--- config.mk ---
export PLATFORM = sky130hd
export DESIGN_NAME = clta_ctrl
export DESIGN_NICKNAME = d
export VERILOG_FILES = /design/src/hdl/clta_pkg.sv /design/src/hdl/clta_ctrl.sv
export SDC_FILE = /design/constraint.sdc
export NUM_CORES = 1
export LEC_CHECK = 0
export ABC_AREA = 0
export BUFFER_PORTS_ARGS = -buffer_cell sky130_fd_sc_hd__buf_2
export CORE_AREA = 2 2 39 41
export CTS_BUF_LIST = sky130_fd_sc_hd__clkbuf_2 sky130_fd_sc_hd__clkbuf_4 sky130_fd_sc_hd__clkbuf_8
export DETAILED_ROUTE_END_ITERATION = 8
export DIE_AREA = 0 0 41 43
export GPL_ROUTABILITY_DRIVEN = 0
export PLACE_DENSITY = 0.71
export SLEW_MARGIN = 20
export SYNTH_ARGS = -nofsm -noshare
export SYNTH_HDL_FRONTEND = slang
export SYNTH_SLANG_ARGS = --single-unit
--- constraint.sdc ---
create_clock -name clk -period 1.85 [get_ports clk]
set_clock_uncertainty 0.1 [all_clocks]
set_input_delay 0.37 -clock clk [delete_from_list [all_inputs] [get_ports clk]]
set_output_delay 0.37 -clock clk [all_outputs]
set_load 0.01 [all_outputs]
--- src/hdl/clta_pkg.sv ---
// Shared codes and control/status types for the cluster link table allocator.
package clta_pkg;

	// Request opcodes
	localparam logic [1:0] OP_READ  = 2'd0;
	localparam logic [1:0] OP_WRITE = 2'd1;
	localparam logic [1:0] OP_FIND  = 2'd2;

	// Result status codes
	localparam logic [1:0] ST_OK        = 2'd0;
	localparam logic [1:0] ST_UNMOUNTED = 2'd1;
	localparam logic [1:0] ST_RANGE     = 2'd2;
	localparam logic [1:0] ST_NOFREE    = 2'd3;

	// Result value source
	localparam logic [1:0] VSEL_ZERO  = 2'd0;
	localparam logic [1:0] VSEL_LAST  = 2'd1;
	localparam logic [1:0] VSEL_RDATA = 2'd2;
	localparam logic [1:0] VSEL_ADDR  = 2'd3;

	// Configuration register indexes
	localparam logic CFG_MOUNTED = 1'b0;
	localparam logic CFG_COUNT   = 1'b1;

	// Link values
	localparam logic [31:0] LINK_FREE = 32'h0000_0000;
	localparam logic [31:0] LINK_LAST = 32'hFFFF_FFFF;

	// Commands from the controller to the datapath
	typedef struct packed {
		logic       capture;
		logic       clr_step;
		logic       wr_req;
		logic       mod_ld;
		logic       mod_step;
		logic       scan_init;
		logic       scan_issue;
		logic       save_group;
		logic       finish;
		logic [1:0] fin_status;
		logic [1:0] fin_vsel;
	} clta_cmd_t;

	// Status from the datapath to the controller
	typedef struct packed {
		logic       clr_done;
		logic       mounted;
		logic [1:0] op;
		logic       idx_bad;
		logic       used_zero;
		logic       mod_ge;
		logic       left_zero;
		logic       rd_vld;
		logic       hit;
	} clta_sts_t;

endpackage

--- src/hdl/clta_ctrl.sv ---
// Controller: sequences clear sweep, request decode, reads, writes and the free search.
module clta_ctrl (
	input  logic                clk,
	input  logic                arst_n,
	input  logic                start,
	output logic                busy,
	input  clta_pkg::clta_sts_t sts,
	output clta_pkg::clta_cmd_t cmd
);
	import clta_pkg::*;

	localparam logic [2:0] S_CLR  = 3'd0;
	localparam logic [2:0] S_IDLE = 3'd1;
	localparam logic [2:0] S_DEC  = 3'd2;
	localparam logic [2:0] S_RDW  = 3'd3;
	localparam logic [2:0] S_MOD  = 3'd4;
	localparam logic [2:0] S_SCAN = 3'd5;

	logic [2:0] state_q;
	logic [2:0] state_d;

	assign busy = (state_q != S_IDLE);

	// Next state and datapath commands
	always_comb begin
		state_d = state_q;
		cmd     = '0;
		case (state_q)
			S_CLR: begin
				cmd.clr_step = 1'b1;
				if (sts.clr_done) begin
					state_d = S_IDLE;
				end
			end
			S_IDLE: begin
				if (start) begin
					cmd.capture = 1'b1;
					state_d     = S_DEC;
				end
			end
			S_DEC: begin
				state_d        = S_IDLE;
				cmd.finish     = 1'b1;
				cmd.fin_status = ST_RANGE;
				cmd.fin_vsel   = VSEL_ZERO;
				if (!sts.mounted) begin
					cmd.fin_status = ST_UNMOUNTED;
					cmd.fin_vsel   = (sts.op == OP_FIND) ? VSEL_LAST : VSEL_ZERO;
				end else begin
					case (sts.op)
						OP_READ: begin
							// read was issued this cycle from the latched index
							if (!sts.idx_bad) begin
								cmd.finish = 1'b0;
								state_d    = S_RDW;
							end
						end
						OP_WRITE: begin
							if (!sts.idx_bad) begin
								cmd.wr_req     = 1'b1;
								cmd.fin_status = ST_OK;
							end
						end
						OP_FIND: begin
							if (sts.used_zero) begin
								cmd.fin_status = ST_NOFREE;
								cmd.fin_vsel   = VSEL_LAST;
							end else begin
								cmd.finish = 1'b0;
								cmd.mod_ld = 1'b1;
								state_d    = S_MOD;
							end
						end
						default: ;
					endcase
				end
			end
			S_RDW: begin
				cmd.finish     = 1'b1;
				cmd.fin_status = ST_OK;
				cmd.fin_vsel   = VSEL_RDATA;
				state_d        = S_IDLE;
			end
			S_MOD: begin
				// reduce a stale start group modulo the group count
				if (sts.mod_ge) begin
					cmd.mod_step = 1'b1;
				end else begin
					cmd.scan_init = 1'b1;
					state_d       = S_SCAN;
				end
			end
			S_SCAN: begin
				if (sts.hit) begin
					cmd.finish     = 1'b1;
					cmd.fin_status = ST_OK;
					cmd.fin_vsel   = VSEL_ADDR;
					cmd.save_group = 1'b1;
					state_d        = S_IDLE;
				end else if (sts.left_zero && !sts.rd_vld) begin
					cmd.finish     = 1'b1;
					cmd.fin_status = ST_NOFREE;
					cmd.fin_vsel   = VSEL_LAST;
					state_d        = S_IDLE;
				end else begin
					cmd.scan_issue = !sts.left_zero;
				end
			end
			default: begin
				state_d = S_IDLE;
			end
		endcase
	end

	// State register
	always_ff @(posedge clk or negedge arst_n) begin
		if (!arst_n) begin
			state_q <= S_CLR;
		end else begin
			state_q <= state_d;
		end
	end

	// An accepted transaction keeps the block busy on the next cycle
	a_accept_busy: assert property (@(posedge clk) disable iff (!arst_n)
		(start && !busy) |=> busy)
		else $error("accepted transaction did not raise busy");

	// Scan reads are only issued while entries remain
	a_issue_left: assert property (@(posedge clk) disable iff (!arst_n)
		cmd.scan_issue |-> !sts.left_zero)
		else $error("scan read issued past the end");

	// The table is written only by the sweep or a checked write
	a_write_src: assert property (@(posedge clk) disable iff (!arst_n)
		cmd.wr_req |-> (sts.mounted && !sts.idx_bad && sts.op == OP_WRITE))
		else $error("unchecked table write");

endmodule

Word-level counts from Yosys, hierarchy flattened
Index checks and enable logic that the tools add are counted.
W data, S select, Z words.
{ "op_classes": {"n_eq_ne": 12, "mux": 39, "n_reduce_logical": 6} }
{ "op_table": {"columns": ["cell", "count"], "rows": [
  ["$mux W3", 8],
  ["$mux W1", 16],
  ["$pmux W3 S5", 1],
  ["$pmux W5 S3", 1],
  ["$mux W2", 7],
  ["$mux W5", 2],
  ["$eq A3 B2 Y1 const B", 2],
  ["$eq A3 B3 Y1 const B", 2],
  ["$ne A2 B2 Y1 const B", 3],
  ["$pmux W3 S2", 1],
  ["$mux W4", 1],
  ["$pmux W2 S2", 1],
  ["$reduce_and A4 Y1", 1],
  ["$eq A3 B1 Y1 const B", 1],
  ["$logic_not A3 Y1", 1],
  ["$ne A3 B1 Y1 const B", 1],
  ["$ne A3 B3 Y1 const B", 1],
  ["$eq A2 B1 Y1 const B", 1],
  ["$eq A2 B2 Y1 const B", 1],
  ["$logic_not A1 Y1", 2],
  ["$logic_not A2 Y1", 1],
  ["$pmux W1 S2", 1],
  ["$logic_and A1 B1 Y1", 1]
]} }
{ "totals": {"regBits": 3, "in_bits": 13, "output_inout_bits": 14, "wordCells": 58} }

Logic depth before layout (Yosys ltp)
{ "logic_depth": {"depth_word": 5, "ltp_mapped": 5, "mapped_depth_nobuf": 5} }

Least setup slack after synthesis
No wires, ideal clock.
{ "synth_path": {"path_type": "in2out", "from": "input sts[6] in the netlist's numbering", "to": "output cmd[4] in the netlist's numbering", "arrival_ps": 1163, "t_required_ps": 1380, "setup_slack_ps": 217, "cell_stages": 5, "path_buffers": 0, "cell_sequence": "inv_1 -> ha_1 -> a22o_1 -> nor4_1 -> o21ai_0"} }
{ "synth_lines": {"columns": ["item", "line_no", "text"], "rows": [
  ["from (decl)", "clta_ctrl.sv:7", "input clta_pkg::clta_sts_t sts,"],
  ["to (decl)", "clta_ctrl.sv:8", "output clta_pkg::clta_cmd_t cmd"]
]} }

==> flow_summary.ini <==
[final_layout]
top_register = state_q
drive_above_1_share_pct = 61.7
post-route-util_pct = 55.4
postLayoutCellArea_um2 = 767
top_regs = state_q (3)
largest_reg_flops = 3
antenna_cells = 0
stdcell_count = 110
area_growth_pct = 81.9
nets = 112

[floorplan]
die_w_um = 41
core_um2 = 1380
die_y_um = 43
dieArea_um2 = 1760
ios = 27
start_util_pct = 30.5
num_rows = 14

[power_and_ir_drop]
sw_frac_of_total_pct = 37.6
power_frac_clock_pct = 24.9
p_seq_share_pct = 19.2
switchingPower_uw = 207
power_density_nw_per_um2 = 719
leakage_nw = 0.405
finalPower_uw = 551
p_int_uw = 344
ir_drop_mv = 0.453
power_frac_comb_pct = 56.0

[timing]
period_share_pct = 101
slew-limit-headroom_pct = 82.6
hold_violations = 0
maxSlewViolCount = 0
worst_pin_slew_ns = 0.260
hold_slack_ns = 0.300
fin_tns_setup_ns = -0.0365
final.min_clock_period_ns = 1.87
setup_viol = 2
timing.final.ws_setup_ns = -0.0226
rsz0062_at_grt = yes
fmax_ghz = 0.534

[clock_tree]
cts_tree = yes
cts_sinks = 3
cts_root_buf = clkbuf_4
clkTransAtPathRegs_ns = 0.04
clk_latency_ns = 0.24
ctsHtreeMaxLevel = 1
cts_buffers = 3
cts_max_path_buffers = 2

[setup_path]
worstPathRequired_ns = 1.38
r2r_slack_ns = 0.47
worstSetupStartpointType = flop
endpoint_kind = output port
worstPathArrival_ns = 1.40
setup.worst_path.class = flop to output port
path_max_fanout = 3

[grt]
grt_pass1_wl_um = 1840
track_usage_pct = 15.6
grt-ovfl-total = 0
antenna_found_initial = 0
grt_max_degree = 10
first_global_vias = 486

[synth]
yosys_most_used_dff = dfrtp_1
synthXorXnorAreaFrac_pct = 0
yosys_warnings = 0
syn_nets = 71
synth_top_area_share_pct = 17.8
synthesis.area_um2 = 422
ys_top_cells_by_count = 6 x inv_1, 4 x ha_1, 4 x nand2_1, 4 x o21ai_0
synth-edff-count = 0
synth_top_cell_by_area = dfrtp_1
yosys.area_share.adder_pct = 11.9
yosys.area_share.simple_pct = 35.3
syn-mean-instance-area_um2 = 7.81
synth_compound_area_share_pct = 26.1
synthMostInstantiatedCell = inv_1
synthArstFlopShare_pct = 100
yosysUniqueCellTypes = 31
synth_top_family_by_area = simple AND/OR/NAND/NOR gates
yosys_register_bits = 3
yosysSeqAreaShare_pct = 17.8
synth_top_cells_by_area = dfrtp_1 18%, ha_1 12%, inv_1 5.3%, o21ai_0 4.7%, and3_1 4.5%
synth.area.mux_share_pct = 0
syn-instance-count = 54

[status]
status = finished with violations
failed_checks = negative setup slack

[route]
first_pass_iters = 4
num_vias = 559
avgViaCountPerCell = 5.08
drc = 0
drt_iter0_markers = 4
detail-route-antenna-nets = 0
drt_wl_total_um = 1340
wl_per_cell_um = 12.2

[hold_path]
hold_class = input port to flop

[flow_run]
max_cap_viol_count = 0

[placement]
placedCellCount = 98
port_buffers = 26
post-dp-hpwl_um = 902
place_area_um2 = 583
post-place-ws_ns = -0.0703
[area by class of cell]
class	count	area [µm²]
Tap cell	16	20.0
Sequential cell	3	77.6
Clock buffer	4	30.0
Fill cell	124	617
Timing Repair Buffer	37	235
Multi-Input combinational cell	43	368
Inverter	7	36.3
[cell usage in the layout (no fill, tap or decap), types with 2 or more instances in the layout]
cell,count
buf_2,24
buf_4,10
inv_1,4
clkbuf_4,4
and3_1,3
nand2_1,3
o21ai_0,3
nor3_1,3
inv_6,2
a211oi_1,2
nor2_1,2
ha_4,2
ha_1,2
buf_8,2
dfrtp_2,2
[metal layers]
metal | routed length, µm | track usage, % | share of wire, %
met1 | 516 | 17.0 | 39
met2 | 721 | 24.4 | 54
met3 | 87 | 3.14 | 6.5
met4 | 13 | 12.0 | 0.97
met5 | 0 | 0 | 0
[path summary, 6_finish.rpt]
kind,start,end,cells after the start
max,state_q[1],cmd[3],4
min,sts[5],state_q[1],2
min in group asynchronous,arst_n,state_q[1],2
min reg2reg,state_q[1],state_q[0],2
max reg2reg,state_q[2],state_q[1],4
max in group asynchronous,arst_n,state_q[0],2
[power by group through the flow]
stage               clock network, mW  registers [mW]  logic, mW
global placement                    0           0.101      0.229
detailed placement                  0           0.102      0.233
finish                          0.137           0.106      0.309
global route                    0.141           0.108      0.336
CTS                             0.139           0.107      0.256
floorplan                           0          0.0917      0.158
[cells by family (layout without fill, tap and decap cells)]
group                      Yosys count  after routing
AOI/OAI and AO/OA                   15             15
adders and majority gates            4              4
buffers and inverters                8             48
DFF                                  3              3
and+or+nand+nor                     24             24
[repair_timing]
item | in CTS | in global routing
pin swaps | 1 | 6
setup endpoints to repair | 6 | 7
endpoints found under the hold margin | 3 | 0
setup buffers | 2 | 5
hold buffers | 1 | 0
resized for setup | 5 | 22
[critical path, cell delays in order (launching register included)]
cell	delay, ns
dfrtp_1	0.38
nand3b_1	0.19
or3b_4	0.40
o21ai_2	0.06
buf_2	0.13
Power figures use the tool's default switching activity.
